<file path="src/hw/rtl/icpne_pkg.sv">
// ----------------------------------------------------------------------------
// ICP normal-equation accumulator package
// Shared types, constants and the Jacobian column tables.
// ----------------------------------------------------------------------------
package icpne_pkg;

  localparam int unsigned NumEntries = 27;
  localparam logic [4:0]  LastEntry  = 5'd26;
  localparam logic [4:0]  FirstRhs   = 5'd21;
  localparam logic [31:0] KernelReset = 32'h0001_0000;
  localparam logic [2:0]  ColR       = 3'd6;

  typedef enum logic [1:0] {
    ES_ZERO = 2'd0,
    ES_ONE  = 2'd1,
    ES_S    = 2'd2,
    ES_R    = 2'd3
  } esrc_t;

  typedef struct packed {
    esrc_t      src;
    logic [1:0] axis;
    logic       neg;
  } elem_t;

  typedef struct packed {
    logic [2:0] a;
    logic [2:0] b;
  } pair_t;

  typedef struct packed {
    logic            has_pair;
    logic            last;
    logic [2:0]      s_neg;
    logic [2:0][31:0] s_mag;
    logic [2:0]      r_neg;
    logic [2:0][31:0] r_mag;
  } item_t;

  function automatic elem_t col_elem(input logic [2:0] col, input logic [1:0] row);
    elem_t e;
    e = '{src: ES_ZERO, axis: 2'd0, neg: 1'b0};
    unique case (col)
      3'd0, 3'd1, 3'd2: begin
        if (row == col[1:0]) e.src = ES_ONE;
      end
      3'd3: begin
        if (row == 2'd1) e = '{src: ES_S, axis: 2'd2, neg: 1'b1};
        if (row == 2'd2) e = '{src: ES_S, axis: 2'd1, neg: 1'b0};
      end
      3'd4: begin
        if (row == 2'd0) e = '{src: ES_S, axis: 2'd2, neg: 1'b0};
        if (row == 2'd2) e = '{src: ES_S, axis: 2'd0, neg: 1'b1};
      end
      3'd5: begin
        if (row == 2'd0) e = '{src: ES_S, axis: 2'd1, neg: 1'b1};
        if (row == 2'd1) e = '{src: ES_S, axis: 2'd0, neg: 1'b0};
      end
      3'd6: begin
        e = '{src: ES_R, axis: row, neg: 1'b0};
      end
      default: e = '{src: ES_ZERO, axis: 2'd0, neg: 1'b0};
    endcase
    return e;
  endfunction

  function automatic pair_t entry_cols(input logic [4:0] idx);
    pair_t p;
    unique case (idx)
      5'd0:  p = '{a: 3'd0, b: 3'd0};
      5'd1:  p = '{a: 3'd0, b: 3'd1};
      5'd2:  p = '{a: 3'd0, b: 3'd2};
      5'd3:  p = '{a: 3'd0, b: 3'd3};
      5'd4:  p = '{a: 3'd0, b: 3'd4};
      5'd5:  p = '{a: 3'd0, b: 3'd5};
      5'd6:  p = '{a: 3'd1, b: 3'd1};
      5'd7:  p = '{a: 3'd1, b: 3'd2};
      5'd8:  p = '{a: 3'd1, b: 3'd3};
      5'd9:  p = '{a: 3'd1, b: 3'd4};
      5'd10: p = '{a: 3'd1, b: 3'd5};
      5'd11: p = '{a: 3'd2, b: 3'd2};
      5'd12: p = '{a: 3'd2, b: 3'd3};
      5'd13: p = '{a: 3'd2, b: 3'd4};
      5'd14: p = '{a: 3'd2, b: 3'd5};
      5'd15: p = '{a: 3'd3, b: 3'd3};
      5'd16: p = '{a: 3'd3, b: 3'd4};
      5'd17: p = '{a: 3'd3, b: 3'd5};
      5'd18: p = '{a: 3'd4, b: 3'd4};
      5'd19: p = '{a: 3'd4, b: 3'd5};
      5'd20: p = '{a: 3'd5, b: 3'd5};
      5'd21: p = '{a: 3'd0, b: ColR};
      5'd22: p = '{a: 3'd1, b: ColR};
      5'd23: p = '{a: 3'd2, b: ColR};
      5'd24: p = '{a: 3'd3, b: ColR};
      5'd25: p = '{a: 3'd4, b: ColR};
      5'd26: p = '{a: 3'd5, b: ColR};
      default: p = '{a: 3'd0, b: 3'd0};
    endcase
    return p;
  endfunction

endpackage

</file>
<file path="src/hw/rtl/icpne_front.sv">
// ----------------------------------------------------------------------------
// ICP accumulator front end
// Accepts requests, drops empty ones and forms residual magnitudes and signs.
// ----------------------------------------------------------------------------
module icpne_front import icpne_pkg::*; (
  input  logic        in_valid,
  output logic        in_stall,
  input  logic        in_has_pair,
  input  logic [31:0] in_src_x,
  input  logic [31:0] in_src_y,
  input  logic [31:0] in_src_z,
  input  logic [31:0] in_tgt_x,
  input  logic [31:0] in_tgt_y,
  input  logic [31:0] in_tgt_z,
  input  logic        in_last_pair,
  input  logic        q_full,
  output logic        q_push,
  output item_t       q_item
);

  logic [2:0][31:0] src;
  logic [2:0][31:0] tgt;
  logic [32:0]      diff [3];

  assign src = {in_src_z, in_src_y, in_src_x};
  assign tgt = {in_tgt_z, in_tgt_y, in_tgt_x};

  always_comb begin
    q_item.has_pair = in_has_pair;
    q_item.last     = in_last_pair;
    for (int i = 0; i < 3; i++) begin
      diff[i] = {src[i][31], src[i]} - {tgt[i][31], tgt[i]};
      q_item.s_neg[i] = src[i][31];
      q_item.s_mag[i] = src[i][31] ? (32'd0 - src[i]) : src[i];
      q_item.r_neg[i] = diff[i][32];
      q_item.r_mag[i] = diff[i][32] ? 32'(33'd0 - diff[i]) : diff[i][31:0];
    end
  end

  assign in_stall = q_full;
  assign q_push   = in_valid && !q_full && (in_has_pair || in_last_pair);

endmodule

</file>
<file path="config.mk">
export PLATFORM = sky130hd
export DESIGN_NAME = icpne_front
export DESIGN_NICKNAME = d
export VERILOG_FILES = /design/src/hw/rtl/icpne_pkg.sv /design/src/hw/rtl/icpne_front.sv
export SDC_FILE = /design/constraint.sdc
export NUM_CORES = 1
export LEC_CHECK = 0
export ABC_AREA = 1
export BUFFER_PORTS_ARGS = -buffer_cell sky130_fd_sc_hd__buf_2
export CAP_MARGIN = 0
export CORE_UTILIZATION = 40
export DETAILED_ROUTE_END_ITERATION = 16
export SYNTH_ARGS = -nofsm -noshare
export SYNTH_HDL_FRONTEND = slang
export SYNTH_SLANG_ARGS = --single-unit
</file>
<file path="constraint.sdc">
create_clock -name vclk -period 5.65
set_clock_uncertainty 0.1 [all_clocks]
set_input_delay 0.2825 -clock vclk [all_inputs]
set_output_delay 0.2825 -clock vclk [all_outputs]
set_load 0.02 [all_outputs]
</file>
# --- Yosys cells after proc, flatten, opt, wreduce, memory -nomap -nowiden ---
# Index checks and enable logic that the tools add are counted.
word_totals:
  in_bits: 196
  elab_cells: 19
  output_inout_bits: 202
  regBits: 0
op_classes:
  addsub: 9
  n_reduce_logical: 4
  muxes: 6
op_table:
  columns: ["op", "n"]
  rows:
  - ["32-bit 2-to-1 mux", 6]
  - ["1-bit by 32-bit subtractor with 32-bit output (first input constant)", 6]
  - ["32-bit by 32-bit subtractor with 33-bit output", 3]
  - ["1-bit logical AND", 2]
  - ["1-bit logical NOT", 1]
  - ["1-bit logical OR", 1]

# --- Longest topological paths before layout ---
# Gate-level depths: netlist of the first run.
depth:
  depth_word: 3
  mapped_depth: 22
  ltp_nobuf: 22

# --- Worst setup path before layout of the first run ---
# Ideal clock, no wire load.
synth_path:
  path_kind: "input to output"
  from: "in in_src_y[0]"
  to: "out q_item[49] in the netlist's numbering"
  path_stages: 16
  arrival_ps: 2545
  slack_ps: 2722
  n_path_buf: 0
  path_cell_list: "inv_1 -> ha_1 -> fa_1 -> inv_1 -> nand2_1 -> nand2_2 -> nand2_1 -> nor2_2 -> nand3_1 -> nor2_1 -> nand3_1 -> nor2_1 -> nand3_2 -> nor2_4 -> a21oi_1 -> xnor2_1"
synth_lines:
  columns: ["item", "line", "rtl"]
  rows:
  - ["start, declared", "icpne_front.sv:10", "input logic [31:0] in_src_y,"]
  - ["end, declared", "icpne_front.sv:18", "output item_t q_item"]

==> results of run 1 <==
[kinds of logic (layout without fill, tap and decap cells)]
| group | count (synthesis) | after routing | share of synthesized area, % |
|---|---|---|---|
| buffers and inverters | 684 | 1055 | 19.77 |
| AO/OA/AOI/OAI | 153 | 153 | 6.453 |
| adder cells (fa/ha/maj) | 105 | 105 | 10.05 |
| XOR/XNOR | 174 | 174 | 11.65 |
| AND/OR/NAND/NOR | 1613 | 1613 | 52.07 |
[power by group through the flow]
stage                     combinational [mW]  clock [mW]  sequential, mW
final                                   2.48           0               0
after global routing                    2.74           0               0
after CTS                               2.48           0               0
after detailed placement                2.47           0               0
after global placement                  2.46           0               0
after floorplan                         1.71           0               0
[placed cells by master, fill, tap and decap left out, types with 5 or more instances in the layout]
cell,instances
xor2_1,110
nor2_1,264
inv_1,635
o21ai_0,41
nor3_1,27
nand2_2,46
nor4_1,9
inv_2,18
nand3b_1,13
and2_1,7
ha_1,102
buf_2,398
nand3_1,165
nand3_2,17
a21oi_1,71
nand4_1,36
nor2_4,8
a21oi_2,6
o21ai_2,5
nand2_1,978
xnor2_1,62
o21ai_1,7
a31oi_1,6
nor2_2,19
o21bai_1,7
[worst max-delay path: cells and delay by family]
family	cells	cell delay [ps]
AND/OR/NAND/NOR	8	1230
AO/OA/AOI/OAI	2	310
buffers and inverters	7	820
XOR/XNOR	1	180
adder cells (fa/ha/maj)	2	630
[stage by stage]
step | power [mW] | hold slack [ps] | std cells
floorplan | 1.706 | 544.8 | 2729
global placement | 2.461 | 695.8 | 3542
detailed placement | 2.467 | 695.9 | 3542
CTS | 2.478 | 696.2 | 3542
global route | 2.741 | 705.3 | 3542
finish | 2.480 | 695.3 | 3542
[per-layer routing]
layer,vias up,share of wire [%],track usage [%],routed length [um]
met4,0,1.1,3.300,499
met5,-,0,0,0
li1,8899,-,-,-
met2,447,46,46.96,21510
met3,29,5.4,1.976,2486
met1,7304,47,35.97,21940
[final cells by class]
type / instances / area share [%]
Multi-Input combinational cell: 2045 / 68.05
Inverter: 657 / 15.73
Timing Repair Buffer: 398 / 12.70
Tap cell: 442 / 3.526
[how the worst min path moves through the flow]
stage | startpoint | to | slack [ps] | depth (start not counted)
detailed placement | in_src_z[0] | q_item[163] | 700 | 2
floorplan | q_full | q_push | 540 | 1
finish | in_src_z[0] | q_item[163] | 700 | 2
global route | in_src_y[0] | q_item[131] | 710 | 2
global placement | in_last_pair | q_item[198] | 700 | 2
CTS | in_src_z[0] | q_item[163] | 700 | 2
==> results_dict.tcl, run 1 <==
set metrics [dict create \
    status "complete, no violations" \
    finalHoldViolCount 0 \
    register_area_sq_um 0 \
    first_global_vias 15010 \
    post_drt_wl_per_cell_um 13.11 \
    min_period_ps 3868 \
    tightest_slew_ps 619.3 \
    start_util_pct 40.78 \
    irDropWorstVdd_v 0.0001081 \
    port-buffer-count 398 \
    swShare_pct 68.08 \
    final_util_pct 48.08 \
    crit_type "primary input to output pin" \
    grt_max_degree 31 \
    finalCritPeriodShare_pct 68.47 \
    synthCells 2729 \
    fmax_mhz 258.5 \
    die_h_um 184.4 \
    drc 0 \
    n_fill_cell 3801 \
    crit_path_frequent_cell "nand2_1" \
    slowest_stage "nand2_2" \
    p_sw_mw 1.688 \
    cp_max_fo 26 \
    worst_slack_ps 1782 \
    hold_class "primary input to output pin" \
    finalSetupViolCount 0 \
    drt-initial-drc-count 1034 \
    yosys-top-cells-count "nand2_1 (978), inv_1 (635), nor2_1 (264), nand3_1 (165), xor2_1 (110)" \
    cts_setup_buffers 0 \
    relSlewSlack_pct 58.57 \
    fp-row-count 66 \
    netlist-cell-type-count 48 \
    grt_pass1_wl_um 74070 \
    syn_area_sq_mm 0.01330 \
    path_cells "buf_2 > inv_1 > ha_1 > fa_1 > inv_1 > nand3_1 > nand2_1 > nand2_1 > nand3_2 > nand2_1 > nand3_1 > a21oi_2 > clkinv_1 > nand2_1 > nand2_2 > inv_2 > a21oi_1 > xor2_1 > inv_1 > buf_2" \
    synthTopCellsByArea "nand2_1 (28%), inv_1 (18%), ha_1 (9.6%), nor2_1 (7.4%), xor2_1 (7.2%)" \
    place_congestion 0.9964 \
    placed_area_sq_mm 0.01568 \
    endpoint "q_item[13]" \
    arrival_ps 3490 \
    hold_buffers 0 \
    die_x_um 184.4 \
    endpoint_kind "output pin" \
    dr.pass1.iters 5 \
    multi_input_area_sq_mm 0.01067 \
    crit_required_ps 5270 \
    slew_viol_final 0 \
    leakagePower_nw 10.25 \
    clkPwrFrac_pct 0 \
    p_comb_share_pct 100.0 \
    numSequentialCells 0 \
    grt.total_usage_pct 26.64 \
    wl_um 46430 \
    via_per_inst 4.709 \
    synth_largest_area_cell "nand2_1" \
    post_cts_resized 0 \
    pre_cts_ws_ps 1836 \
    final_cell_area_sq_mm 0.01568 \
    vias 16680 \
    dieArea_sq_mm 0.03399 \
    dp_hpwl_um 41930 \
    setup_tns_ps 0 \
    p_int_mw 0.7914 \
    coreArea_sq_mm 0.03262 \
    critPathMaxStageDelay_ps 450 \
    overflow 0 \
    seq_area_frac_synth_pct 0 \
    crit_start "in_src_x[0]" \
    worstSetupStartpointType "primary input" \
    synth_nets 3030 \
    ant_nets 0 \
    clkbuf_count 0 \
    io_pins 398 \
    syn_avg_cell_area_sq_um 4.874 \
    fin_nets 3403 \
    drive_gt1_share_pct 17.23 \
    area_delta_synth_final_pct 17.90 \
    netlist.area_leader.share_pct 27.60 \
    power.density_mw_per_mm2 158.1 \
    synth_most_common_cell "nand2_1" \
    pwr-share-seq_pct 0 \
    cap_viol_max_count 0 \
    diodes 0 \
    yosys_warnings 0 \
    antenna_found_initial 0 \
    grt_setup_unrepaired "no" \
]
No activity file was read; power rests on OpenSTA's default activity.
==> run 2, diff against run 1 <==
- PLACE_DENSITY: not set -> 0.67
- clock period: 5.65 -> 3.3 ns (I/O delays scaled with it)
==> run 2 against run 1 <==
Effect of this change:
- global-route usage up 0.31 points
- routed wire length rose by 3.1%
- cell area grew 2.9%
- via count rose by 2.5%
- flip-flop and latch count did not move
- count of clock-buffer cells in the layout unchanged
==> results_dict.tcl, run 2 (synthesized netlist as in run 1, its figures left out) <==
set metrics [dict create \
    status "complete, no violations" \
    finalCritPeriodShare_pct 94.56 \
    irDropWorstVdd_v 0.0002088 \
    dr.pass1.iters 5 \
    cp_max_fo 6 \
    die_h_um 184.4 \
    endpoint "q_item[53]" \
    pre_cts_ws_ps 8.900 \
    vias 17100 \
    crit_type "primary input to output pin" \
    register_area_sq_um 0 \
    worstHoldStart "in_has_pair" \
    min_period_ps 3120 \
    coreArea_sq_mm 0.03262 \
    dieArea_sq_mm 0.03399 \
    numSequentialCells 0 \
    crit_required_ps 3030 \
    fmax_mhz 320.5 \
    hold_class "primary input to output pin" \
    post_drt_wl_per_cell_um 13.38 \
    ant_nets 0 \
    wl_um 47880 \
    via_per_inst 4.780 \
    grt_pass1_wl_um 74670 \
    clkbuf_count 0 \
    final_util_pct 49.46 \
    worst_slack_ps 179.7 \
    worstSetupStartpointType "primary input" \
    placed_area_sq_mm 0.01587 \
    endpoint_kind "output pin" \
    layout_common_cells "nand2_1 (973), inv_1 (633), buf_2 (398)" \
    antenna_found_initial 0 \
    io_pins 398 \
    final_cell_area_sq_mm 0.01613 \
    drc 0 \
    place_congestion 1.021 \
    fp-row-count 66 \
    port-buffer-count 398 \
    crit_start "in_src_y[0]" \
    grt_max_degree 24 \
    start_util_pct 40.78 \
    slew_viol_final 0 \
    cap_viol_max_count 0 \
    final_common_cell "nand2_1" \
    overflow 0 \
    tightest_slew_ps 530.3 \
    fin_nets 3438 \
    diodes 0 \
    drive_gt1_share_pct 19.39 \
    area_delta_synth_final_pct 21.28 \
    power_mw 4.388 \
    power.density_mw_per_mm2 272.0 \
    leakagePower_nw 10.46 \
    drt-initial-drc-count 950 \
    finalHoldViolCount 0 \
    first_global_vias 15250 \
    dp_hpwl_um 42850 \
    relSlewSlack_pct 64.61 \
    arrival_ps 2860 \
    finalSetupViolCount 0 \
    die_x_um 184.4 \
    grt.total_usage_pct 26.96 \
]
## run 2: cell count changes in the layout (fill, tap and decap cells not counted), sizes merged
cell,delta
buf,+35
## run 2: stage by stage
step	hold WS [ps]	TNS [ps]	instances
3_5_place_dp	460.5	0	3567
6_report	460.1	0	3577
4_1_cts	460.0	0	3567
5_1_grt	468.0	-59.48	3577
3_3_place_gp	458.6	0	3567
2_1_floorplan	309.8	0	2729
## run 2: routing by layer
metal / vias up / track usage, % / part of all wire (%)
met1: 7558 / 35.76 / 46
met5: - / 0 / 0
met4: 0 / 4.400 / 1.8
met3: 56 / 1.146 / 4.8
li1: 8979 / - / -
met2: 505 / 48.48 / 47
## run 2: layout make-up
cell class,instances,area (sq um)
fill,3682,16490
inverter,657,2466
multi-input combinational,2045,10850
tap,442,553.0
timing repair buffer,433,2258
## run 2: worst min-delay path by stage
stage                  end  cells past startpoint
2_1_floorplan       q_push                      1
3_3_place_gp   q_item[199]                      2
3_5_place_dp   q_item[199]                      2
4_1_cts        q_item[199]                      2
5_1_grt        q_item[131]                      2
6_report       q_item[199]                      2
## run 2: report_power, final
part	internal (mW)	switching, mW	total, mW
Combinational	1.44	2.95	4.39
Clock	0	0	0
Sequential	0	0	0
## run 2: worst max-delay path, stage by stage
cell and delay, ps:
buf_2 80, inv_1 70, ha_1 230, fa_2 360
inv_2 100, nand2_1 70, nand2_2 80, nand2_1 60
nor2_2 110, nand3_1 110, nor2_2 150, nand3_1 140
nor2_2 180, nand3_2 120, nor2_4 260, nand3_1 110
nand2_1 90, xor2_1 160, inv_1 50, buf_2 150
## run 2: timing repair
item	in CTS	in global routing
gates resized for setup	1	45
pin swaps	0	15
setup buffers	0	10
hold buffers	0	0
setup endpoints to repair	1	52
gates cloned	0	0
hold endpoints to repair	0	0
