## config.mk

```make
export PLATFORM = sky130hd
export DESIGN_NAME = icpne_queue
export DESIGN_NICKNAME = d
export VERILOG_FILES = /design/src/hw/rtl/icpne_pkg.sv /design/src/hw/rtl/icpne_queue.sv
export SDC_FILE = /design/constraint.sdc
export NUM_CORES = 1
export LEC_CHECK = 0
export ABC_AREA = 0
export BUFFER_PORTS_ARGS = -buffer_cell sky130_fd_sc_hd__buf_4
export CAP_MARGIN = 40
export CORE_MARGIN = 2
export CORE_UTILIZATION = 56
export CTS_BUF_LIST = sky130_fd_sc_hd__clkbuf_16
export DETAILED_ROUTE_END_ITERATION = 7
export PLACE_DENSITY = 0.94
export SLEW_MARGIN = 40
export SYNTH_ARGS = -nofsm -noshare
export SYNTH_HDL_FRONTEND = slang
export SYNTH_SLANG_ARGS = --single-unit
```

## constraint.sdc

```tcl
create_clock -name clk -period 32.4 [get_ports clk]
set_input_delay 6.48 -clock clk [delete_from_list [all_inputs] [get_ports clk]]
set_output_delay 6.48 -clock clk [all_outputs]
set_load 0.02 [all_outputs]
```

## src/hw/rtl/icpne_pkg.sv

```systemverilog
// ----------------------------------------------------------------------------
// ICP normal-equation accumulator package
// Shared types, constants and the Jacobian column tables.
// ----------------------------------------------------------------------------
package icpne_pkg;

  localparam int unsigned NumEntries = 27;
  localparam logic [4:0]  LastEntry  = 5'd26;
  localparam logic [4:0]  FirstRhs   = 5'd21;
  localparam logic [31:0] KernelReset = 32'h0001_0000;
  localparam logic [2:0]  ColR       = 3'd6;

  typedef enum logic [1:0] {
    ES_ZERO = 2'd0,
    ES_ONE  = 2'd1,
    ES_S    = 2'd2,
    ES_R    = 2'd3
  } esrc_t;

  typedef struct packed {
    esrc_t      src;
    logic [1:0] axis;
    logic       neg;
  } elem_t;

  typedef struct packed {
    logic [2:0] a;
    logic [2:0] b;
  } pair_t;

  typedef struct packed {
    logic            has_pair;
    logic            last;
    logic [2:0]      s_neg;
    logic [2:0][31:0] s_mag;
    logic [2:0]      r_neg;
    logic [2:0][31:0] r_mag;
  } item_t;

  function automatic elem_t col_elem(input logic [2:0] col, input logic [1:0] row);
    elem_t e;
    e = '{src: ES_ZERO, axis: 2'd0, neg: 1'b0};
    unique case (col)
      3'd0, 3'd1, 3'd2: begin
        if (row == col[1:0]) e.src = ES_ONE;
      end
      3'd3: begin
        if (row == 2'd1) e = '{src: ES_S, axis: 2'd2, neg: 1'b1};
        if (row == 2'd2) e = '{src: ES_S, axis: 2'd1, neg: 1'b0};
      end
      3'd4: begin
        if (row == 2'd0) e = '{src: ES_S, axis: 2'd2, neg: 1'b0};
        if (row == 2'd2) e = '{src: ES_S, axis: 2'd0, neg: 1'b1};
      end
      3'd5: begin
        if (row == 2'd0) e = '{src: ES_S, axis: 2'd1, neg: 1'b1};
        if (row == 2'd1) e = '{src: ES_S, axis: 2'd0, neg: 1'b0};
      end
      3'd6: begin
        e = '{src: ES_R, axis: row, neg: 1'b0};
      end
      default: e = '{src: ES_ZERO, axis: 2'd0, neg: 1'b0};
    endcase
    return e;
  endfunction

  function automatic pair_t entry_cols(input logic [4:0] idx);
    pair_t p;
    unique case (idx)
      5'd0:  p = '{a: 3'd0, b: 3'd0};
      5'd1:  p = '{a: 3'd0, b: 3'd1};
      5'd2:  p = '{a: 3'd0, b: 3'd2};
      5'd3:  p = '{a: 3'd0, b: 3'd3};
      5'd4:  p = '{a: 3'd0, b: 3'd4};
      5'd5:  p = '{a: 3'd0, b: 3'd5};
      5'd6:  p = '{a: 3'd1, b: 3'd1};
      5'd7:  p = '{a: 3'd1, b: 3'd2};
      5'd8:  p = '{a: 3'd1, b: 3'd3};
      5'd9:  p = '{a: 3'd1, b: 3'd4};
      5'd10: p = '{a: 3'd1, b: 3'd5};
      5'd11: p = '{a: 3'd2, b: 3'd2};
      5'd12: p = '{a: 3'd2, b: 3'd3};
      5'd13: p = '{a: 3'd2, b: 3'd4};
      5'd14: p = '{a: 3'd2, b: 3'd5};
      5'd15: p = '{a: 3'd3, b: 3'd3};
      5'd16: p = '{a: 3'd3, b: 3'd4};
      5'd17: p = '{a: 3'd3, b: 3'd5};
      5'd18: p = '{a: 3'd4, b: 3'd4};
      5'd19: p = '{a: 3'd4, b: 3'd5};
      5'd20: p = '{a: 3'd5, b: 3'd5};
      5'd21: p = '{a: 3'd0, b: ColR};
      5'd22: p = '{a: 3'd1, b: ColR};
      5'd23: p = '{a: 3'd2, b: ColR};
      5'd24: p = '{a: 3'd3, b: ColR};
      5'd25: p = '{a: 3'd4, b: ColR};
      5'd26: p = '{a: 3'd5, b: ColR};
      default: p = '{a: 3'd0, b: 3'd0};
    endcase
    return p;
  endfunction

endpackage

```

## src/hw/rtl/icpne_queue.sv

```systemverilog
// ----------------------------------------------------------------------------
// ICP accumulator request queue
// Two-entry queue between the front end and the arithmetic sequencer.
// ----------------------------------------------------------------------------
module icpne_queue import icpne_pkg::*; (
  input  logic  clk,
  input  logic  rst_n,
  input  logic  push,
  input  item_t push_item,
  output logic  full,
  input  logic  pop,
  output logic  head_valid,
  output item_t head_item
);

  item_t      mem_r [2];
  logic       wp_r;
  logic       rp_r;
  logic [1:0] cnt_r;

  assign full       = (cnt_r == 2'd2);
  assign head_valid = (cnt_r != 2'd0);
  assign head_item  = mem_r[rp_r];

  always_ff @(posedge clk) begin
    if (push) begin
      mem_r[wp_r] <= push_item;
    end
  end

  always_ff @(posedge clk) begin
    if (!rst_n) begin
      wp_r  <= 1'b0;
      rp_r  <= 1'b0;
      cnt_r <= 2'd0;
    end else begin
      if (push) wp_r <= !wp_r;
      if (pop) rp_r <= !rp_r;
      cnt_r <= cnt_r + 2'(push) - 2'(pop);
    end
  end

endmodule

```

# After elaboration in Yosys (flattened, before gate mapping)
# Memories as Yosys holds them, arrays and structs flattened. A register that Yosys moved wholly into a read port is not among the register bits.
# Cells that the tools add are included.
# op_classes
n_mux	4
n_eq_ne	1
add_sub_neg	2
mul	0
bitwise_logic	0
order_cmp	0
div_mod_pow	0
n_reduce_logical	3
n_shift	0
# ops
operator	n
1-bit 2-to-1 mux	4
2-bit by 1-bit adder with 2-bit output	1
2-bit equality test (second input constant)	1
1-bit zero test	2
2-bit nonzero test	1
2-bit by 1-bit subtractor with 2-bit output	1
# totals
rom_bits	0
in_bits	204
mem_bits_rw	400
n_memories	1
latch_bits	0
regBits	4
elab_cells	14
# mem_list
name	words	word_bits	rd	rd_ports_with_merged_regs	write_ports	line	rtl
mem_r	2	200	1	1	1	icpne_queue.sv:16	item_t mem_r [2];

# Depth between registers and ports, before layout
# Gate-level depths: netlist of run 1.
# depth
word_depth	3
depth_mapped	6
depth_no_buf	6

# Worst setup path after synthesis of run 1
# Ideal clock, no wire load.
# synth_path
path_type	input -> register
start	input push
end	register wp_r
slack_ns	16.466
arrival_time_ns	15.835
path_buffers	0
stages	2
cell_sequence	nor2b_1 -> o21a_1
# synth_rtl
item	line	rtl
from (decl)	icpne_queue.sv:8	input logic push,
to (signal assigned)	icpne_queue.sv:37	if (push) wp_r <= !wp_r;
to (decl)	icpne_queue.sv:17	logic wp_r;

==> results of run 1 <==
## where the power goes
part	leakage (nW)	switching, mW	internal, mW
sequential	3.80	0.00840	0.606
combinational	2.85	0.0854	0.0774
clock	0.609	0.177	0.243
## worst max-delay path, cell delays in order (launching register included)
cell and delay [ns]:
dfxtp_4 0.56, buf_12 0.29, buf_4 0.65, mux2_2 0.43, buf_4 0.16
## worst paths after layout
kind	startpoint	to	slack (ns)
max reg2reg	wp_r	mem_r[1][91]	30.13
min	rp_r	register	0.60
min reg2reg	rp_r	register	0.60
max	register	head_item[121]	23.26
## final cells by class
type	instances	area, µm²	area share, %
well taps	335	419	2.17
clock inverters	24	161	0.836
clock buffers	41	1030	5.31
inverters	2	7.51	0.0389
multi-input cells	214	2380	12.3
flip-flops and latches	405	12100	62.8
repair buffers	417	3190	16.5
## per-stage QoR
step	worst slack [ns]	power, mW	utilization (%)	hold slack [ns]
2_1_floorplan	16.47	0.720	-	0.555
4_1_cts	23.07	1.20	74.1	0.606
3_3_place_gp	23.52	0.779	69.3	0.558
3_5_place_dp	23.62	0.787	69.6	0.573
5_1_grt	23.13	1.24	74.3	0.631
6_report	23.26	1.20	74.3	0.605
## sequential cells by signal, indices dropped and copies added (netlist names), named ones only
register  count
cnt_r         2
mem_r       400
rp_r          1
wp_r          1
## layout by cell type (no fill, tap or decap), drive strengths merged, types with 2 or more instances in the layout
cell type,synthesis,layout
and2,4,4
inv,2,8
ha,2,2
bufinv,0,2
clkinvlp,0,2
buf,2,417
nor2b,4,4
clkinv,0,14
edfxtp,400,400
clkbuf,20,41
dfxtp,5,5
mux2,200,200
## routing by layer
metal | vias to the layer above | part of all wire (%) | routed length [µm]
met2 | 357 | 52 | 17200
met4 | 0 | 5.4 | 1770
met1 | 3824 | 35 | 11600
met3 | 104 | 6.7 | 2200
met5 | - | 0 | 0
li1 | 3435 | - | -
## cells by family after synthesis
group,count (synthesis)
DFF,405
muxes,200
buffers and inverters,24
and+or+nand+nor,9
xor gates and xnor gates,2
adders and majority gates,2
AOI/OAI and AO/OA,1
==> parameters.txt, run 1 <==
Parameter                              Value

Outcome
  Outcome    complete, no violations

Yosys
  Proportion of synthesized flip-flops having asynchronous set or reset    0%
  Cell area after synthesis    between 10000 and 15000 µm²
  Combinational family with the most area after synthesis    multiplexers
  Synth Area in XOR/XNOR    0.212%
  Flop and latch count out of synthesis    between 400 and 500
  Adder-cell area share of the yosys netlist    less than 1%
  Largest area contributor in the synthesized netlist    edfxtp_1
  Portion of synthesized cell area occupied by the leading cell type    between 80% and 90%
  Number of flops mapped to enable cells by yosys    400
  Multiplexer share of the synthesized area    15.2%
  Mapped Avg Cell Area    between 20 and 25 µm²
  Library cell with the highest instance count after synthesis    edfxtp_1
  Fraction of the mapped netlist area in simple logic gates    0.381%
  Ys Warns    0
  Cell types with the highest counts after synthesis    edfxtp_1 (400), mux2_2 (200), clkbuf_8 (20)
  Mapped Cells    approximately 640
  Top flip-flop cell by instance count after synthesis    edfxtp_1
  Share of the yosys chip area belonging to registers    between 80 and 90%
  Number of distinct library cells after synthesis    13
  Ranking of synthesized cells by area    edfxtp_1 (81%), mux2_2 (15%), clkbuf_8 (1.9%)
  Net count of the mapped netlist    849
  Synth Area in Compound Gates    less than 1%

GRT
  Global-route wire length before repair    roughly 48000 µm
  Global route overflow    0
  Global routing usage on met3    5.32%
  Routing layer with the top usage in global route    met2
  Global-route usage over all layers    a little under a quarter
  Vias in the first global route    ~8200
  Met1 layer usage reported by global route    26.1%
  Met2 routing resource usage after global routing    between 40 and 50%
  Maximum number of pins on one net before global-route repair    80
  Number of antenna violations at the first check in global routing    0

Floorplan
  Die Footprint    around 28000 µm²
  Std-Cell Rows    about 60
  Core area    around 26000 µm²
  Width of the die    around 170 µm
  Initial core utilization    between 50 and 60%
  Number of primary I/O pins    406
  Die extent in y    around 170 µm

STA
  Post-route setup TNS    0 ns
  Worst clock skew    between 0.01 and 0.015 ns
  Worst rel slew slack    a little under half
  Number of failing hold endpoints at the final stage    0
  Worst Tran Pin Value    about 0.79 ns
  Final worst-path cycle share    approximately 28%
  Minimum clock period after layout    ~9 ns
  Maximum clock frequency    around 0.11 GHz
  Max-slew violation count    0
  RSZ-0062 raised after global routing    no
  Number of setup violations in the final report    0

Clock network
  Root Driver    clkbuf_16
  Total number of H-tree levels    2
  Count of instances resized after the clock tree is built    0
  Count of hold-fix buffers inserted at cts    0
  Maximum number of buffers from clock root to sink    3
  Number of buffers added by the clock tree synthesis step    39
  TritonCTS clock tree    yes
  Number of clock sinks seen by CTS    slightly above 400
  Clock-pin slew on the worst setup and hold paths    roughly 0.060 ns
  Total setup buffers inserted after CTS    0
  Clock insertion delay at the later pin of the skew report    about 0.50 ns

Layout
  Design area    19300 µm²
  Number of filler cells placed in the layout    1431
  Antenna fix cells    0
  Post-synthesis to final-layout area growth    30.5%
  Post-layout nets    ~1300
  Non-Filler Instances    around 1400
  Layout cell share with drive strength beyond 1    61.2%

Critical path
  R2r worst-path depth    3
  Arrival time of data at the critical path endpoint    approximately 2.7 ns
  Maximum fanout along the worst path    just under 60
  Critical path type    register to output pin
  Category of the worst setup path launch point    register
  Required arrival time at the worst endpoint    roughly 26 ns
  Worst Setup End Kind    output pin

Power and ir drop
  Peak VDD IR    roughly 0.06 mV
  P_leak    slightly above 7 nW
  Power density normalized to cell area    62.0 nW/µm²

Route
  Antenna-violating nets left    0
  Wirelength per Cell    approximately 23 µm
  Violation count after the first detailed-routing iteration    between 500 and 600
  DRC errors left    0
  Total Routed Length    ~33000 µm
  Via count normalized by instance count    5.37
  Vias after detailed routing    7720
  Number of iterations in the first detailed-routing pass    4

Run
  Reported max-cap violation count    0

Place
  I/O Buffers    405
  Final Wtd Congestion    0.860
  Placed Instance Area    18100 µm²
  Dpl cells    between 1000 and 1500
  DPL Wire Length    approximately 23000 µm

Worst hold path
  Worst hold path type    register to register
  Number of cells on the worst hold path    2
(Power assumes the default switching activity.)
==> run 2: changes to the inputs <==
--- a/config.mk
+++ b/config.mk
@@ -9,10 +9,10 @@
 export BUFFER_PORTS_ARGS = -buffer_cell sky130_fd_sc_hd__buf_4
 export CAP_MARGIN = 40
 export CORE_MARGIN = 2
-export CORE_UTILIZATION = 56
+export CORE_UTILIZATION = 52
 export CTS_BUF_LIST = sky130_fd_sc_hd__clkbuf_16
 export DETAILED_ROUTE_END_ITERATION = 7
-export PLACE_DENSITY = 0.94
+export PLACE_DENSITY = 0.88
 export SLEW_MARGIN = 40
 export SYNTH_ARGS = -nofsm -noshare
 export SYNTH_HDL_FRONTEND = slang
==> constraint.sdc (replaced) <==
create_clock -name clk -period 9.2 [get_ports clk]
set_input_delay 1.84 -clock clk [delete_from_list [all_inputs] [get_ports clk]]
set_output_delay 1.84 -clock clk [all_outputs]
set_load 0.02 [all_outputs]
==> run 2 against run 1 <==
  * Combinational power grew to 3.5 times the previous value
  * Sequential power rose to 3.5 times the previous value
  * Setup slack lost 19 ns
  * Clock skew down 0.0062 ns
  * Die area grew 7.5%
  * Power rose to 3.5 times the previous value
  * Global-route usage shrank 2.5 points
==> parameters.txt, run 2 (synthesized netlist as in run 1, its figures left out) <==
Parameter                              Value

Place
  Dpl cells    between 1000 and 1500
  I/O Buffers    roughly 410
  DPL Wire Length    between 20000 and 25000 µm
  Final Wtd Congestion    0.791

STA
  Minimum clock period after layout    4.52 ns
  Post-route setup TNS    0 ns
  Worst Tran Pin Value    0.741 ns
  Number of setup violations in the final report    0
  Number of failing hold endpoints at the final stage    0
  Worst rel slew slack    roughly half
  RSZ-0062 raised after global routing    no
  Final worst-path cycle share    approximately half
  Max-slew violation count    0
  Maximum clock frequency    between 0.2 and 0.25 GHz
  Worst clock skew    approximately 0.0057 ns

Layout
  Registers with the highest flip-flop counts    mem_r x400, cnt_r x2
  Combined area of the multi-input logic cells    roughly 2400 µm²
  Most flops, register    mem_r
  Sequential standard cell area    ~12000 µm²
  Leading cell type in the layout, fill and taps excluded    buf_4
  Most frequent cells in the layout    buf_4 (406), edfxtp_1 (400), mux2_2 (200)
  Antenna fix cells    0
  Non-Filler Instances    1479
  Number of flip-flops under the largest register name    400
  Post-layout nets    roughly 1300
  Number of filler cells placed in the layout    between 1500 and 2000
  Layout cell share with drive strength beyond 1    between 60% and 70%
  Post-synthesis to final-layout area growth    30.8%

Route
  Vias after detailed routing    around 7600
  Number of iterations in the first detailed-routing pass    4
  Antenna-violating nets left    0
  Violation count after the first detailed-routing iteration    463
  Via count normalized by instance count    slightly above 5
  Wirelength per Cell    between 20 and 25 µm
  Total Routed Length    between 30000 and 40000 µm
  DRC errors left    0

Power and ir drop
  P_leak    7.24 nW
  Power density normalized to cell area    approximately 220 nW/µm²
  Peak VDD IR    between 0.15 and 0.2 mV

Critical path
  Category of the worst setup path launch point    register
  Maximum fanout along the worst path    76
  Critical path type    register to output pin
  Start of the worst register-to-register path    wp_r
  Required arrival time at the worst endpoint    7.36 ns
  Arrival time of data at the critical path endpoint    2.68 ns
  Worst Setup End Kind    output pin

Floorplan
  Width of the die    173 µm
  Die Footprint    29800 µm²
  Std-Cell Rows    61
  Die extent in y    approximately 170 µm
  Initial core utilization    a little over half
  Core area    27900 µm²
  Number of primary I/O pins    slightly above 400

Clock network
  Clock-pin slew on the worst setup and hold paths    roughly 0.06 ns
  Number of clock sinks seen by CTS    approximately 410
  Count of instances resized after the clock tree is built    0
  Total number of H-tree levels    2
  TritonCTS clock tree    yes
  Root Driver    clkbuf_16
  Number of buffers added by the clock tree synthesis step    40
  Clock insertion delay at the later pin of the skew report    a little over 0.5 ns
  Total setup buffers inserted after CTS    0
  Count of hold-fix buffers inserted at cts    0
  Maximum number of buffers from clock root to sink    3

GRT
  Global routing usage on met3    under 10%
  Maximum number of pins on one net before global-route repair    77
  Met2 routing resource usage after global routing    between 30% and 40%
  Global route overflow    0
  Met1 layer usage reported by global route    21.0%
  Number of antenna violations at the first check in global routing    0
  Global-route usage over all layers    roughly a fifth
  Global-route wire length before repair    around 47000 µm
  Routing layer with the top usage in global route    met2
  Vias in the first global route    roughly 8300

Run
  Reported max-cap violation count    0

Worst hold path
  Hold path startpoint    rp_r
  Worst hold path type    register to register

Outcome
  Outcome    complete, no violations
run 2: cell types whose count changed in the layout (fill, tap and decap cells not counted), sizes merged:
cell	delta
bufinv	+1
clkinv	+1
clkinvlp	-1
buf	-3
run 2: layout make-up:
cell class | instances | area share, %
Clock inverter | 25 | 0.951
Timing Repair Buffer | 414 | 16.3
Sequential cell | 405 | 62.6
Multi-Input combinational cell | 214 | 12.3
Tap cell | 378 | 2.45
Clock buffer | 41 | 5.30
Inverter | 2 | 0.0388
run 2: worst max-delay path, cell delays in order, from the launching register on:
cell,delay [ns]
dfxtp_4,0.82
buf_6,0.65
mux2_2,0.45
buf_4,0.17
run 2: worst paths after layout:
check	cells past startpoint	slack, ns	to
setup / recovery	3	4.68	head_item[56]
hold / removal	2	0.60	register
setup reg to reg	3	6.62	mem_r[0][96]
hold reg to reg	2	0.60	register
run 2: routing by layer:
metal,wire length (µm),up-vias
li1,-,3424
met1,10400,3758
met2,16800,343
met3,2340,116
met4,1850,0
met5,0,-
run 2: stage by stage:
| step | worst slack (ns) | total power, mW | instance area (µm²) | utilization [%] | hold slack [ns] |
|---|---|---|---|---|---|
| 5_1_grt | 4.55 | 4.37 | 19300 | 69.4 | 0.619 |
| 3_5_place_dp | 5.00 | 2.77 | 18100 | 65.1 | 0.583 |
| 2_1_floorplan | 1.69 | 2.53 | 14800 | - | 0.555 |
| 4_1_cts | 4.66 | 4.28 | 19300 | 69.4 | 0.592 |
| 3_3_place_gp | 4.79 | 2.75 | 18100 | 64.9 | 0.556 |
| 6_report | 4.68 | 4.24 | 19300 | 69.4 | 0.599 |
run 2: power by group:
part	internal, mW	switching [mW]	leakage (nW)
combinational	0.269	0.294	2.83
clock	0.884	0.627	0.617
sequential	2.14	0.0320	3.80
total	3.29	0.953	7.24
